File: src/sv/pal2c_pkg.sv
// ============================================================================
// pal2c_pkg: shared types and constants for the two-colour block coder
// Pixel, colour and distance types, the pair table and the result record.
// ============================================================================
`default_nettype none

package pal2c_pkg;

    typedef logic [7:0]  idx_t;
    typedef logic [23:0] rgb_t;
    typedef logic [17:0] dist_t;

    // command carried in the input tuser
    localparam logic CMD_LOAD = 1'b0;
    localparam logic CMD_CODE = 1'b1;

    // distinct-index class of a block
    typedef enum logic [1:0] {
        NDC_ONE  = 2'd0,
        NDC_TWO  = 2'd1,
        NDC_MANY = 2'd2
    } ndc_t;

    localparam int NUM_PAIRS = 6;

    // pixel pairs: (TL,TR) (TL,BL) (TL,BR) (TR,BL) (TR,BR) (BL,BR)
    localparam logic [1:0] PAIR_A [NUM_PAIRS] = '{2'd0, 2'd0, 2'd0, 2'd1, 2'd1, 2'd2};
    localparam logic [1:0] PAIR_B [NUM_PAIRS] = '{2'd1, 2'd2, 2'd3, 2'd2, 2'd3, 2'd3};

    localparam logic [3:0] ODD_MARK  = 4'hF;
    localparam logic [3:0] EVEN_MARK = 4'h0;
    localparam logic [4:0] LEN_UNIFORM = 5'd11;
    localparam logic [4:0] LEN_TWO     = 5'd20;

    typedef struct packed {
        logic [3:0][7:0] px;
        logic            loaded;
        ndc_t            ndc;
    } meta_t;

    typedef struct packed {
        logic            is_uniform;
        logic [19:0]     code_bits;
        logic [4:0]      code_length;
        logic [3:0]      pixel_mask;
        idx_t            color0;
        idx_t            color1;
        logic [3:0][7:0] recon;
    } result_t;

endpackage

`default_nettype wire

File: src/sv/pal2c_decide.sv
// ============================================================================
// pal2c_decide: colour choice, mask and code word
// Stage one picks the farthest pixel (color1 for NDC_MANY); stage two builds
// the mask, the code word and the reconstruction into the output register.
// ============================================================================
`default_nettype none

module pal2c_decide (
    input  wire logic                   aclk,
    input  wire logic                   aresetn,
    input  wire logic                   adv,
    input  wire logic                   in_valid,
    input  wire pal2c_pkg::meta_t       in_meta,
    input  wire pal2c_pkg::dist_t [5:0] in_dist,
    output logic                        out_valid,
    output pal2c_pkg::result_t          out_res
);

    logic                   vd_reg, ve_reg;
    pal2c_pkg::meta_t       md_reg;
    pal2c_pkg::dist_t [5:0] dd_reg;
    logic [1:0]             sel_reg, sel_next;
    pal2c_pkg::result_t     res_reg, res_next;
    pal2c_pkg::dist_t [3:0][3:0] dm;

    // first maximum of the distances from top-left wins
    always_comb begin
        pal2c_pkg::dist_t best;
        best     = in_dist[0];
        sel_next = 2'd1;
        if (in_dist[1] > best) begin
            best     = in_dist[1];
            sel_next = 2'd2;
        end
        if (in_dist[2] > best) begin
            sel_next = 2'd3;
        end
    end

    always_comb begin
        dm = '0;
        for (int p = 0; p < pal2c_pkg::NUM_PAIRS; p++) begin
            dm[pal2c_pkg::PAIR_A[p]][pal2c_pkg::PAIR_B[p]] = dd_reg[p];
            dm[pal2c_pkg::PAIR_B[p]][pal2c_pkg::PAIR_A[p]] = dd_reg[p];
        end
    end

    always_comb begin
        logic [3:0]       mask;
        pal2c_pkg::idx_t  c0, c1;
        logic             uni;
        c0   = md_reg.px[0];
        c1   = md_reg.px[sel_reg];
        mask = '0;
        uni  = 1'b0;
        case (md_reg.ndc)
            pal2c_pkg::NDC_ONE: begin
                uni = 1'b1;
            end
            pal2c_pkg::NDC_TWO: begin
                for (int k = 0; k < 4; k++) begin
                    mask[k] = (md_reg.px[k] != c0);
                end
                c1 = (md_reg.px[1] != c0) ? md_reg.px[1]
                   : (md_reg.px[2] != c0) ? md_reg.px[2] : md_reg.px[3];
            end
            pal2c_pkg::NDC_MANY: begin
                // ties stay with color0
                for (int k = 0; k < 4; k++) begin
                    mask[k] = (dm[k][sel_reg] < dm[k][0]);
                end
                uni = (mask == 4'd0);
            end
            default: begin
                uni = 1'b1;
            end
        endcase

        res_next.is_uniform = uni;
        if (uni) begin
            res_next.code_bits   = 20'({c0[7:1],
                ((c0[0]) ? pal2c_pkg::ODD_MARK : pal2c_pkg::EVEN_MARK)});
            res_next.code_length = pal2c_pkg::LEN_UNIFORM;
            res_next.pixel_mask  = '0;
            res_next.color0      = c0;
            res_next.color1      = '0;
            for (int k = 0; k < 4; k++) begin
                res_next.recon[k] = c0;
            end
        end else begin
            res_next.code_bits   = {c1, c0, mask};
            res_next.code_length = pal2c_pkg::LEN_TWO;
            res_next.pixel_mask  = mask;
            res_next.color0      = c0;
            res_next.color1      = c1;
            for (int k = 0; k < 4; k++) begin
                res_next.recon[k] = mask[k] ? c1 : c0;
            end
        end
    end

    always_ff @(posedge aclk) begin
        if (!aresetn) begin
            vd_reg <= 1'b0;
            ve_reg <= 1'b0;
        end else if (adv) begin
            vd_reg <= in_valid;
            ve_reg <= vd_reg;
        end
    end

    always_ff @(posedge aclk) begin
        if (adv) begin
            md_reg  <= in_meta;
            dd_reg  <= in_dist;
            sel_reg <= sel_next;
            res_reg <= res_next;
        end
    end

    assign out_valid = ve_reg;
    assign out_res   = res_reg;

endmodule

`default_nettype wire

File: config.mk
export PLATFORM = sky130hd
export DESIGN_NAME = pal2c_decide
export DESIGN_NICKNAME = d
export VERILOG_FILES = /design/src/sv/pal2c_pkg.sv /design/src/sv/pal2c_decide.sv
export SDC_FILE = /design/constraint.sdc
export NUM_CORES = 1
export LEC_CHECK = 0
export BUFFER_PORTS_ARGS = -buffer_cell sky130_fd_sc_hd__buf_2
export CORE_MARGIN = 2
export CORE_UTILIZATION = 30
export CTS_BUF_LIST = sky130_fd_sc_hd__clkbuf_8
export DETAILED_ROUTE_END_ITERATION = 7
export GPL_TIMING_DRIVEN = 1
export SYNTH_ARGS = -nofsm -noshare
export SYNTH_HDL_FRONTEND = slang
export SYNTH_SLANG_ARGS = --single-unit
File: constraint.sdc
create_clock -name aclk -period 5.7 [get_ports aclk]
set_input_delay 0.57 -clock aclk [delete_from_list [all_inputs] [get_ports aclk]]
set_output_delay 0.57 -clock aclk [all_outputs]
set_load 0.05 [all_outputs]
Yosys cells after proc, flatten, opt, wreduce, memory -nomap -nowiden
Cells that the tools add are included.
Widths: inputs -> output; s select.
{"block": "totals", "out_inout_bits": 79, "input_bits": 147, "regBits": 224, "word_cells": 61}
{"block": "classes", "n_mux": 23, "n_reduce_logical": 1, "n_eq_ne": 5, "magnitude_cmp": 7}
{"cell": "$bmux 18 s2", "n": 4}
{"cell": "$mux 18", "n": 5}
{"cell": "$mux 68", "n": 1}
{"cell": "$mux 8", "n": 8}
{"cell": "$lt 18x18->1", "n": 3}
{"cell": "$gt 18x18->1", "n": 2}
{"cell": "$ne 8x8->1", "n": 3}
{"cell": "$lt 18x1->1 const B", "n": 1}
{"cell": "$bmux 8 s2", "n": 1}
{"cell": "$pmux 4 s2", "n": 1}
{"cell": "$logic_not 4->1", "n": 1}
{"cell": "$mux 4", "n": 1}
{"cell": "$lt 2x3->1 const B", "n": 1}
{"cell": "$eq 2x1->1 const B", "n": 1}
{"cell": "$eq 2x2->1 const B", "n": 1}
{"cell": "$mux 2", "n": 1}
{"cell": "$pmux 1 s2", "n": 1}

Logic depth before layout (Yosys ltp)
{"block": "logic_depth", "word_depth": 6, "depth_mapped": 18, "mapped_depth_nobuf": 17}

Least setup slack after synthesis
OpenSTA, ideal clock, no wires.
{"block": "synth_path", "path_kind": "reg2reg", "startpoint": "reg sel_reg[1]", "endpoint": "reg res_reg (netlist bit out_res[24]) (data pin)", "synth_period_minus_slack_ps": 4547, "stages_incl_launch_ff": 15, "arrival_time_ps": 4287, "setup_time_ps": 260, "n_path_buf": 4, "path_slack_ps": 1153, "cell_sequence": "edfxtp_1 buf_4 clkbuf_1 clkbuf_1 buf_1 mux2i_1 o21ai_0 ha_1 a21o_1 a221o_1 a2111oi_1 o211ai_1 and2_4 a221oi_4 mux2_2"}
{"element": "from (decl)", "line": "pal2c_decide.sv:22", "source": "logic [1:0] sel_reg, sel_next;"}
{"element": "from (signal assigned)", "line": "pal2c_decide.sv:116", "source": "sel_reg <= sel_next;"}
{"element": "to (signal assigned)", "line": "pal2c_decide.sv:117", "source": "res_reg <= res_next;"}
{"element": "to (decl)", "line": "pal2c_decide.sv:23", "source": "pal2c_pkg::result_t res_reg, res_next;"}

==> results.cfg <==
[outcome]
status = finished clean

[floorplanning]
initial_utilization_pct = 30.31
dieHeight_um = 195.9
rows = 70
core_um2 = 36430
ios = 226
dieArea_um2 = 38360
die_w_um = 195.9

[cts]
post-cts-setup-buffers = 0
cts.repair.resized = 0
cts_hold_buf = 0
htreeDepth = 2
cts_buffers = 38
clk-insertion-delay-late_ps = 570
cts.sinks = 203
cts_buffer_depth = 3
root_buffer = clkbuf_8
cts_tree = built
path_clk_slew_ps = 60

[grt]
grt_pass1_vias = 7645
grt_usage_pct = 14.71
grt_overflow = 0
grt_max_degree = 114
grt_pass1_wl_um = 43170
antenna_found_initial = 1

[placement]
post-dp-hpwl_um = 20660
finalWeightedCongestion = 0.7876
portBuffers = 223
pre_cts_slack_ps = 925.3
placed_area_um2 = 12530

[cells_and_area]
utilization_pct = 36.41
final_area_um2 = 13270
n_fill_cell = 3618
largest_register_ffs = 108
drive_gt1_share_pct = 32.36
syn2layout_area_growth_pct = 20.16
seqCellArea_um2 = 6076
nets = 1307
multi_input_area_um2 = 4350

[routing]
avgViaCountPerCell = 4.710
postRouteAntennaNets = 0
dr.pass1.iters = 4
drc = 0
routed-via-count = 7399
drt_iter0_drc = 292
totalWireLength_um = 27800
wl_per_cell_um = 17.70

[sta]
min_period_over_period_pct = 81.34
rsz0062_at_grt = no
setup_tns_ps = 0
setup_viol = 0
max_freq_mhz = 215.7
period_minus_slack_ps = 4636
worst_pin_slew_ps = 1062
slew_headroom_pct = 28.92
skew_ps = 19.67
setup_ws_ps = 1064
hold_viol = 0
slew_viol_final = 0
hold_ws_ps = 174.4

[yosys]
synth_top_area_share_pct = 54.66
seq_area_frac_synth_pct = 55.03
yosysWarnings = 0
ys_ff_latch = 203
synth_nets = 1089
ys.flop_type = edfxtp_1
synthArstFlopShare_pct = 0
synth-edff-count = 201
synth_top_cells_by_area = edfxtp_1, ha_1, mux2_2
synth_cell_types = 54
syn_inst = 853
synthTopCellsByCount = edfxtp_1, ha_1, inv_1
synth_area_um2 = 11040
syn_avg_cell_area_um2 = 12.94
yosysTopAreaCell = edfxtp_1
synth_most_common_cell = edfxtp_1

[hold_path]
hp-class = input pin to flop
min_from = in_dist[61]

[power_and_ir_drop]
ir_drop_uv = 124.5
power_density_nw_per_um2 = 335.9
power_leakage_nw = 5.827

[setup_path]
worstSetupStartpoint = sel_reg[1]
critical_path_class = flop to flop
crit_arrival_ps = 4940
startpoint_type = flop
crit_required_ps = 6000
end_kind = flop
worstPathMaxFanout = 40
reg2reg_from = sel_reg[1]

[flow_run]
maxCapViolCount = 0
-- cells by family after synthesis --
family          share of synthesized area [%]
simple gates                            5.677
fa+ha+maj                               10.09
xor+xnor                                1.904
flops                                   55.03
mux                                     12.97
compound gates                          8.691
other cells                           0.03396
buf+inv                                 5.609
-- through the flow --
stage | power, mW | std cells
final | 4.457 | 1571
after global routing | 4.713 | 1568
after CTS | 4.529 | 1568
after detailed placement | 3.122 | 1499
after global placement | 3.099 | 1499
after floorplan | 2.792 | 853
-- placed cells by master, fill, tap and decap left out, drive strengths merged, types with 3 or more instances in the layout --
| cell | count |
|---|---|
| inv | 98 |
| o21a | 5 |
| xnor2 | 24 |
| buf | 232 |
| and4 | 3 |
| a221oi | 3 |
| o211ai | 3 |
| clkinv | 14 |
| ha | 89 |
| mux4 | 8 |
| clkbuf | 40 |
| diode | 3 |
| nor3 | 3 |
| and2 | 3 |
| mux2i | 61 |
| nor2b | 15 |
| a21o | 18 |
| edfxtp | 201 |
| mux2 | 57 |
| nand4 | 19 |
| nand3 | 7 |
| o21ai | 52 |
| and3 | 4 |
| a21oi | 24 |
| nand2 | 54 |
| nor2 | 11 |
| a22o | 17 |
-- final cells by class --
cell class	instances	share of cell area, %
antenna	3	0.05658
clock buffer	39	4.046
clock inverter	30	1.424
inverter	86	2.433
multi-input combinational	509	32.79
sequential	203	45.79
tap	468	4.413
timing repair buffer	233	9.044
-- path summary, 6_finish.rpt --
| kind | cells past startpoint | to | slack (ps) |
|---|---|---|---|
| min | 1 | dd_reg[61] | 170 |
| min reg2reg | 2 | out_valid | 530 |
| max | 12 | out_res[63] | 1060 |
| max reg2reg | 12 | out_res[63] | 1060 |
-- report_power, final --
group	total [mW]	leakage [nW]	switching, mW	internal (mW)
Sequential	1.91	1.99	0.0860	1.82
Clock	1.37	0.405	0.639	0.734
Combinational	1.17	3.43	0.735	0.440
-- layer usage --
| metal | global-route usage, % | up-vias | part of all wire, % |
|---|---|---|---|
| met1 | 18.79 | 3536 | 45 |
| met2 | 24.62 | 229 | 48 |
| met5 | 0 | - | 0 |
| met4 | 4.686 | 0 | 2.0 |
| li1 | - | 3598 | - |
| met3 | 3.524 | 36 | 5.5 |
-- critical path, stage by stage (launching register included) --
cell and delay, ps:
edfxtp_1 360, buf_4 510, nor2_1 360, buf_4 270
a22o_1 230, ha_1 320, nand4_1 140, nor3_1 360
o311a_1 240, a211o_1 200, o221a_2 280, and2_1 690
mux2_2 420
Power figures use the tool's default switching activity.
