## src/sv/pal2c_pkg.sv

```systemverilog
// ============================================================================
// pal2c_pkg: shared types and constants for the two-colour block coder
// Pixel, colour and distance types, the pair table and the result record.
// ============================================================================
`default_nettype none

package pal2c_pkg;

    typedef logic [7:0]  idx_t;
    typedef logic [23:0] rgb_t;
    typedef logic [17:0] dist_t;

    // command carried in the input tuser
    localparam logic CMD_LOAD = 1'b0;
    localparam logic CMD_CODE = 1'b1;

    // distinct-index class of a block
    typedef enum logic [1:0] {
        NDC_ONE  = 2'd0,
        NDC_TWO  = 2'd1,
        NDC_MANY = 2'd2
    } ndc_t;

    localparam int NUM_PAIRS = 6;

    // pixel pairs: (TL,TR) (TL,BL) (TL,BR) (TR,BL) (TR,BR) (BL,BR)
    localparam logic [1:0] PAIR_A [NUM_PAIRS] = '{2'd0, 2'd0, 2'd0, 2'd1, 2'd1, 2'd2};
    localparam logic [1:0] PAIR_B [NUM_PAIRS] = '{2'd1, 2'd2, 2'd3, 2'd2, 2'd3, 2'd3};

    localparam logic [3:0] ODD_MARK  = 4'hF;
    localparam logic [3:0] EVEN_MARK = 4'h0;
    localparam logic [4:0] LEN_UNIFORM = 5'd11;
    localparam logic [4:0] LEN_TWO     = 5'd20;

    typedef struct packed {
        logic [3:0][7:0] px;
        logic            loaded;
        ndc_t            ndc;
    } meta_t;

    typedef struct packed {
        logic            is_uniform;
        logic [19:0]     code_bits;
        logic [4:0]      code_length;
        logic [3:0]      pixel_mask;
        idx_t            color0;
        idx_t            color1;
        logic [3:0][7:0] recon;
    } result_t;

endpackage

`default_nettype wire

```

## src/sv/pal2c_dist.sv

```systemverilog
// ============================================================================
// pal2c_dist: pairwise distance pipeline
// Three stages: component differences, squares, sum and metric select, for
// all six pixel pairs of a block.
// ============================================================================
`default_nettype none

module pal2c_dist (
    input  wire logic                 aclk,
    input  wire logic                 aresetn,
    input  wire logic                 adv,
    input  wire logic                 in_valid,
    input  wire pal2c_pkg::meta_t     in_meta,
    input  wire pal2c_pkg::rgb_t [3:0] in_col,
    output logic                      out_valid,
    output pal2c_pkg::meta_t          out_meta,
    output pal2c_pkg::dist_t [5:0]    out_dist
);

    logic                  va_reg, vb_reg, vc_reg;
    pal2c_pkg::meta_t      ma_reg, mb_reg, mc_reg;
    logic [5:0][2:0][7:0]  diff_reg, diff_next;
    logic [5:0][7:0]       idxa_reg, idxa_next, idxb_reg;
    logic [5:0][2:0][15:0] sq_reg, sq_next;
    pal2c_pkg::dist_t [5:0] dist_reg, dist_next;

    always_comb begin
        for (int p = 0; p < pal2c_pkg::NUM_PAIRS; p++) begin
            for (int c = 0; c < 3; c++) begin
                logic [7:0] x, y;
                x = in_col[pal2c_pkg::PAIR_A[p]][c*8 +: 8];
                y = in_col[pal2c_pkg::PAIR_B[p]][c*8 +: 8];
                diff_next[p][c] = (x > y) ? (x - y) : (y - x);
            end
            idxa_next[p] = (in_meta.px[pal2c_pkg::PAIR_A[p]] > in_meta.px[pal2c_pkg::PAIR_B[p]])
                ? (in_meta.px[pal2c_pkg::PAIR_A[p]] - in_meta.px[pal2c_pkg::PAIR_B[p]])
                : (in_meta.px[pal2c_pkg::PAIR_B[p]] - in_meta.px[pal2c_pkg::PAIR_A[p]]);
        end
    end

    always_comb begin
        for (int p = 0; p < pal2c_pkg::NUM_PAIRS; p++) begin
            for (int c = 0; c < 3; c++) begin
                sq_next[p][c] = diff_reg[p][c] * diff_reg[p][c];
            end
        end
    end

    always_comb begin
        for (int p = 0; p < pal2c_pkg::NUM_PAIRS; p++) begin
            dist_next[p] = mb_reg.loaded
                ? (18'(sq_reg[p][0]) + 18'(sq_reg[p][1]) + 18'(sq_reg[p][2]))
                : 18'(idxb_reg[p]);
        end
    end

    always_ff @(posedge aclk) begin
        if (!aresetn) begin
            va_reg <= 1'b0;
            vb_reg <= 1'b0;
            vc_reg <= 1'b0;
        end else if (adv) begin
            va_reg <= in_valid;
            vb_reg <= va_reg;
            vc_reg <= vb_reg;
        end
    end

    always_ff @(posedge aclk) begin
        if (adv) begin
            ma_reg   <= in_meta;
            diff_reg <= diff_next;
            idxa_reg <= idxa_next;
            mb_reg   <= ma_reg;
            sq_reg   <= sq_next;
            idxb_reg <= idxa_reg;
            mc_reg   <= mb_reg;
            dist_reg <= dist_next;
        end
    end

    assign out_valid = vc_reg;
    assign out_meta  = mc_reg;
    assign out_dist  = dist_reg;

endmodule

`default_nettype wire

```

## config.mk

```make
export PLATFORM = sky130hd
export DESIGN_NAME = pal2c_dist
export DESIGN_NICKNAME = d
export VERILOG_FILES = /design/src/sv/pal2c_pkg.sv /design/src/sv/pal2c_dist.sv
export SDC_FILE = /design/constraint.sdc
export NUM_CORES = 2
export LEC_CHECK = 0
export ABC_CLOCK_PERIOD_IN_PS = 5000
export BUFFER_PORTS_ARGS = -buffer_cell sky130_fd_sc_hd__buf_2
export CAP_MARGIN = 15
export CORE_UTILIZATION = 65
export DETAILED_ROUTE_END_ITERATION = 8
export GPL_TIMING_DRIVEN = 0
export PLACE_DENSITY = 0.83
export SLEW_MARGIN = 15
export SYNTH_ARGS = -nofsm -noshare
export SYNTH_HDL_FRONTEND = slang
export SYNTH_SLANG_ARGS = --single-unit
```

## constraint.sdc

```tcl
create_clock -name aclk -period 5 [get_ports aclk]
set_input_delay 1.5 -clock aclk [delete_from_list [all_inputs] [get_ports aclk]]
set_output_delay 1.5 -clock aclk [all_outputs]
set_load 0.02 [all_outputs]
```

== Yosys cells after proc, flatten, opt, wreduce, memory -nomap -nowiden ==
Cells that the tools add are included.

* $add $sub $neg: 60
* $mul: 18
* $lt $le $gt $ge: 24
* Muxes and demuxes: 30

{| class="wikitable"
|+ Operator list
! kind !! number
|-
| subtractor 8 bit || 48
|-
| multiplier 8 x 8 -> 16 bit || 18
|-
| 2-to-1 mux 8 bit || 30
|-
| greater-than comparator 8 bit || 24
|-
| adder 17 x 16 -> 18 bit || 6
|-
| adder 16 x 16 -> 17 bit || 6
|}

* Register bits after elaboration: 744
* Logic and storage cells: 213

== Depth between registers and ports, before layout ==
* Depth after elaboration: 3
* Depth in mapped cells: 17
* Depth with buffers taken out: 16

== Worst setup path after synthesis ==
Ideal clock, no wire load.

* Kind: register to register
* Start point: register diff_reg[77] (netlist name)
* End point: register sq_reg[157] (netlist name), data pin
* Library setup time: 0.259 ns
* Data arrival time: 4.092 ns
* Setup slack: 0.649 ns
* Cell stages (with the launch flop): 16
* Clock period less this slack: 4.351 ns
* Path through: edfxtp_1 > inv_1 > nor2_1 > fa_1 > fa_1 > inv_1 > fa_1 > fa_1 > inv_1 > ha_1 > or3_4 > o21bai_1 > a31o_1 > a21o_1 > a21oi_2 > xnor2_1

{| class="wikitable"
|+ RTL lines
! element !! line !! RTL
|-
| start, declared || pal2c_dist.sv:22 || <nowiki>logic [5:0][2:0][7:0] diff_reg, diff_next;</nowiki>
|-
| start signal, assigned || pal2c_dist.sv:72 || <nowiki>diff_reg <= diff_next;</nowiki>
|-
| end signal, assigned || pal2c_dist.sv:75 || <nowiki>sq_reg <= sq_next;</nowiki>
|-
| end, declared || pal2c_dist.sv:24 || <nowiki>logic [5:0][2:0][15:0] sq_reg, sq_next;</nowiki>
|}

==> flow_metrics.py <==
metrics = {
    "yosys": {
        "ys_seq_area_share_pct": 30.34,
        "synth_adder_area_share_pct": 33.59,
        "yosys_warnings": 0,
        "synth_ff_type": "edfxtp_1",
        "syn_avg_cell_area_um2": 10.79,
        "synth_edf_count": 723,
        "synthMuxAreaShare_pct": 2.943,
        "netlist_area_mm2": 0.07176,
        "synth_cell_types": 72,
        "synth-simple-area-share_pct": 11.00,
        "synthCells": 6653,
        "synth_top_family_by_area": "adder cells",
        "synthArstFlopShare_pct": 0,
        "ys_ff_latch": 726,
        "synth-compound-area-share_pct": 10.62,
        "yosys.area_share.xor_xnor_pct": 6.115,
    },
    "critical_path": {
        "crit_fanout": 7,
        "cpMaxStageDelayCell": "edfxtp_1",
        "crit_arrival_ns": 5.21,
        "cpPeakStageDelay_ns": 0.56,
        "r2r-start": "diff_reg[19]",
        "cp-startpoint": "diff_reg[19]",
        "endpoint_kind": "flop",
        "crit_required_ns": 5.41,
        "crit_chain": "inv_1 > nor2_2 > fa_1 > fa_1 > inv_1 > fa_1 > fa_1 > inv_1 > ha_1 > or3_4 > o21bai_1 > a31o_1 > a21o_1 > a21oi_2 > xnor2_1",
        "start_kind": "flop",
        "crit_type": "reg -> reg",
        "crit_top_cell": "fa_1",
    },
    "timing": {
        "finalHoldViolCount": 0,
        "finalSetupViolCount": 0,
        "relSlewSlack_pct": 21.67,
        "setup_ws_ns": 0.2037,
        "period_share_pct": 95.93,
        "worst_slew_pin_slew_ns": 1.175,
        "slew_violations": 0,
        "clock_skew_ns": 0.04100,
        "period_needed_ns": 4.796,
        "max_freq_mhz": 208.5,
    },
    "drt": {
        "wl_per_cell_um": 20.71,
        "ant_nets": 0,
        "dr.pass1.iters": 8,
        "wirelength_um": 178100,
        "drt_iter0_markers": 3672,
        "drcViolationCount": 0,
        "viasPerCell": 5.859,
        "vias": 50410,
    },
    "die": {
        "die_width_um": 334.3,
        "die_area_mm2": 0.1117,
        "ios": 279,
        "coreArea_mm2": 0.1092,
        "start_util_pct": 65.74,
        "rows": 121,
        "fp.dieH_um": 334.3,
    },
    "layout": {
        "final_nets": 8752,
        "largest_reg_flops": 270,
        "fillers": 7677,
        "layout-drive-gt1-share_pct": 8.112,
        "syn_to_final_growth_pct": 9.089,
    },
    "global_route": {
        "grt_use_total_pct": 32.34,
        "grt_first_pass_wirelength_um": 281200,
        "use_met3_pct": 5.103,
        "gr-total-overflow": 0,
        "met1_usage_pct": 42.46,
        "busiest_layer": "met2",
        "grt_max_degree": 111,
        "met2_usage_pct": 53.07,
        "grt_pass1_vias": 51680,
        "antenna_found_initial": 41,
    },
    "min_path": {
        "min_from": "idxa_reg[35]",
        "min_path_type": "reg -> reg",
    },
    "place": {
        "dp_hpwl_um": 142600,
        "pre_cts_slack_ns": 0.1167,
        "gp_congestion": 0.9884,
        "io_buffers": 278,
    },
    "clocking": {
        "clk_latency_ns": 0.71,
        "cts.sink_count": 726,
        "clockRootBuffer": "clkbuf_16",
        "numCtsBuffers": 84,
        "h-tree-depth": 3,
        "clock_path_buffers": 3,
        "cts_tree": "done",
        "clkTransAtPathRegs_ns": 0.06,
        "hold_buffers": 0,
    },
    "run_status": {
        "status": "complete, no violations",
    },
    "job": {
        "maxCapViolCount": 0,
    },
}
==> cells by family (layout without fill, tap and decap cells) <==
family	Yosys count	in the layout
adder cells (fa/ha/maj)	1570	1570
XOR/XNOR	501	501
flip-flops	726	726
AO/OA/AOI/OAI	1128	1128
AND/OR/NAND/NOR	1502	1502
multiplexers	209	209
buffers and inverters	1016	1457
other	1	34
==> area by class of cell <==
type | instances | area [um2] | share of cell area, %
timing repair buffer | 291 | 1679 | 2.145
buffer | 93 | 410.4 | 0.5243
inverter | 921 | 3457 | 4.416
tap | 1476 | 1847 | 2.359
antenna | 14 | 35.03 | 0.04475
clock inverter | 55 | 689.4 | 0.8807
multi-input combinational | 4930 | 46220 | 59.04
sequential | 726 | 21770 | 27.81
clock buffer | 97 | 2172 | 2.775
==> cells in the mapped netlist, types with 25 or more instances <==
master / instances / share of area (%)
a211oi_1: 79 / 0.83
a21o_1: 128 / 1.3
a21oi_1: 310 / 2.2
a221oi_1: 25 / 0.31
and2_1: 420 / 3.7
and3_1: 54 / 0.47
buf_2: 29 / 0.20
clkbuf_1: 62 / 0.32
edfxtp_1: 723 / 30
fa_1: 594 / 17
ha_1: 976 / 17
inv_1: 918 / 4.8
mux2i_1: 193 / 2.7
nand2_1: 286 / 1.5
nand2b_1: 108 / 0.94
nand3_1: 54 / 0.38
nand4_1: 53 / 0.46
nor2_1: 273 / 1.4
nor2b_1: 145 / 1.3
nor3_1: 64 / 0.45
o211ai_1: 44 / 0.46
o21a_1: 29 / 0.30
o21ai_0: 178 / 1.2
o21ai_1: 73 / 0.51
o21bai_1: 61 / 0.64
xnor2_1: 313 / 3.8
xor2_1: 188 / 2.3
==> layer usage <==
| layer | vias to the layer above | wire (um) |
|---|---|---|
| met5 | - | 116 |
| met4 | 20 | 8177 |
| met3 | 410 | 12060 |
| met1 | 24770 | 73730 |
| li1 | 23540 | - |
| met2 | 1667 | 84060 |
==> per-stage QoR <==
| step | hold WS (ns) | instance area [um2] | setup TNS [ns] | instances | utilization (%) |
|---|---|---|---|---|---|
| after floorplan | 0.4003 | 71830 | 0 | 6672 | - |
| after global placement | 0.4006 | 75070 | -6039.79 | 8426 | 68.77 |
| after detailed placement | 0.4045 | 75310 | 0 | 8434 | 68.99 |
| after CTS | 0.3905 | 78170 | 0 | 8586 | 71.61 |
| after global routing | 0.4106 | 78280 | -0.002666 | 8603 | 71.72 |
| final | 0.4094 | 78280 | 0 | 8603 | 71.72 |
==> placed cells by master, fill, tap and decap left out, types with 19 or more instances in the layout <==
cell type and n:
nand4_1 53, fa_1 594, a221oi_2 20, a31oi_1 21, o21a_1 29, a221oi_1 25, a21o_1 128, nor2b_1 145
a211oi_1 79, ha_1 976, o21bai_1 61, a21boi_0 20, nand2_1 286, o21ai_1 73, a21oi_1 310, o211ai_1 44
nor3_1 64, or2_2 19, nor2_1 271, nand3_1 54, xnor2_1 313, clkbuf_1 65, edfxtp_1 723, and2_1 420
buf_2 307, mux2i_1 193, nand2b_1 108, o22ai_1 22, o21ai_4 22, o21ai_0 178, conb_1 20, xor2_1 188
clkbuf_16 85, and3_1 54, inv_1 918
==> repair_timing <==
action,4_1_cts,5_1_grt
endpoints found under the setup margin,0,14
setup buffers,0,4
gates resized for setup,0,9
==> worst max-delay path: cells and delay by family, from the launching register on <==
family / cells / cell delay, ns
buffers and inverters: 3 / 0.28
flip-flops: 1 / 0.56
AO/OA/AOI/OAI: 4 / 0.80
XOR/XNOR: 1 / 0.09
adder cells (fa/ha/maj): 5 / 2.15
AND/OR/NAND/NOR: 2 / 0.61
==> path summary, 6_finish.rpt <==
check	endpoint	depth (start not counted)	slack (ns)
worst max register to register	sq_reg[45]	15	0.20
worst max-delay path	sq_reg[45]	15	0.20
worst min-delay path	idxb_reg[35]	0	0.41
worst min register to register	idxb_reg[35]	0	0.41
Power is left out: the tool's default activity adds up to more than one toggle a clock period on the data nets, which glitch-free logic cannot reach.
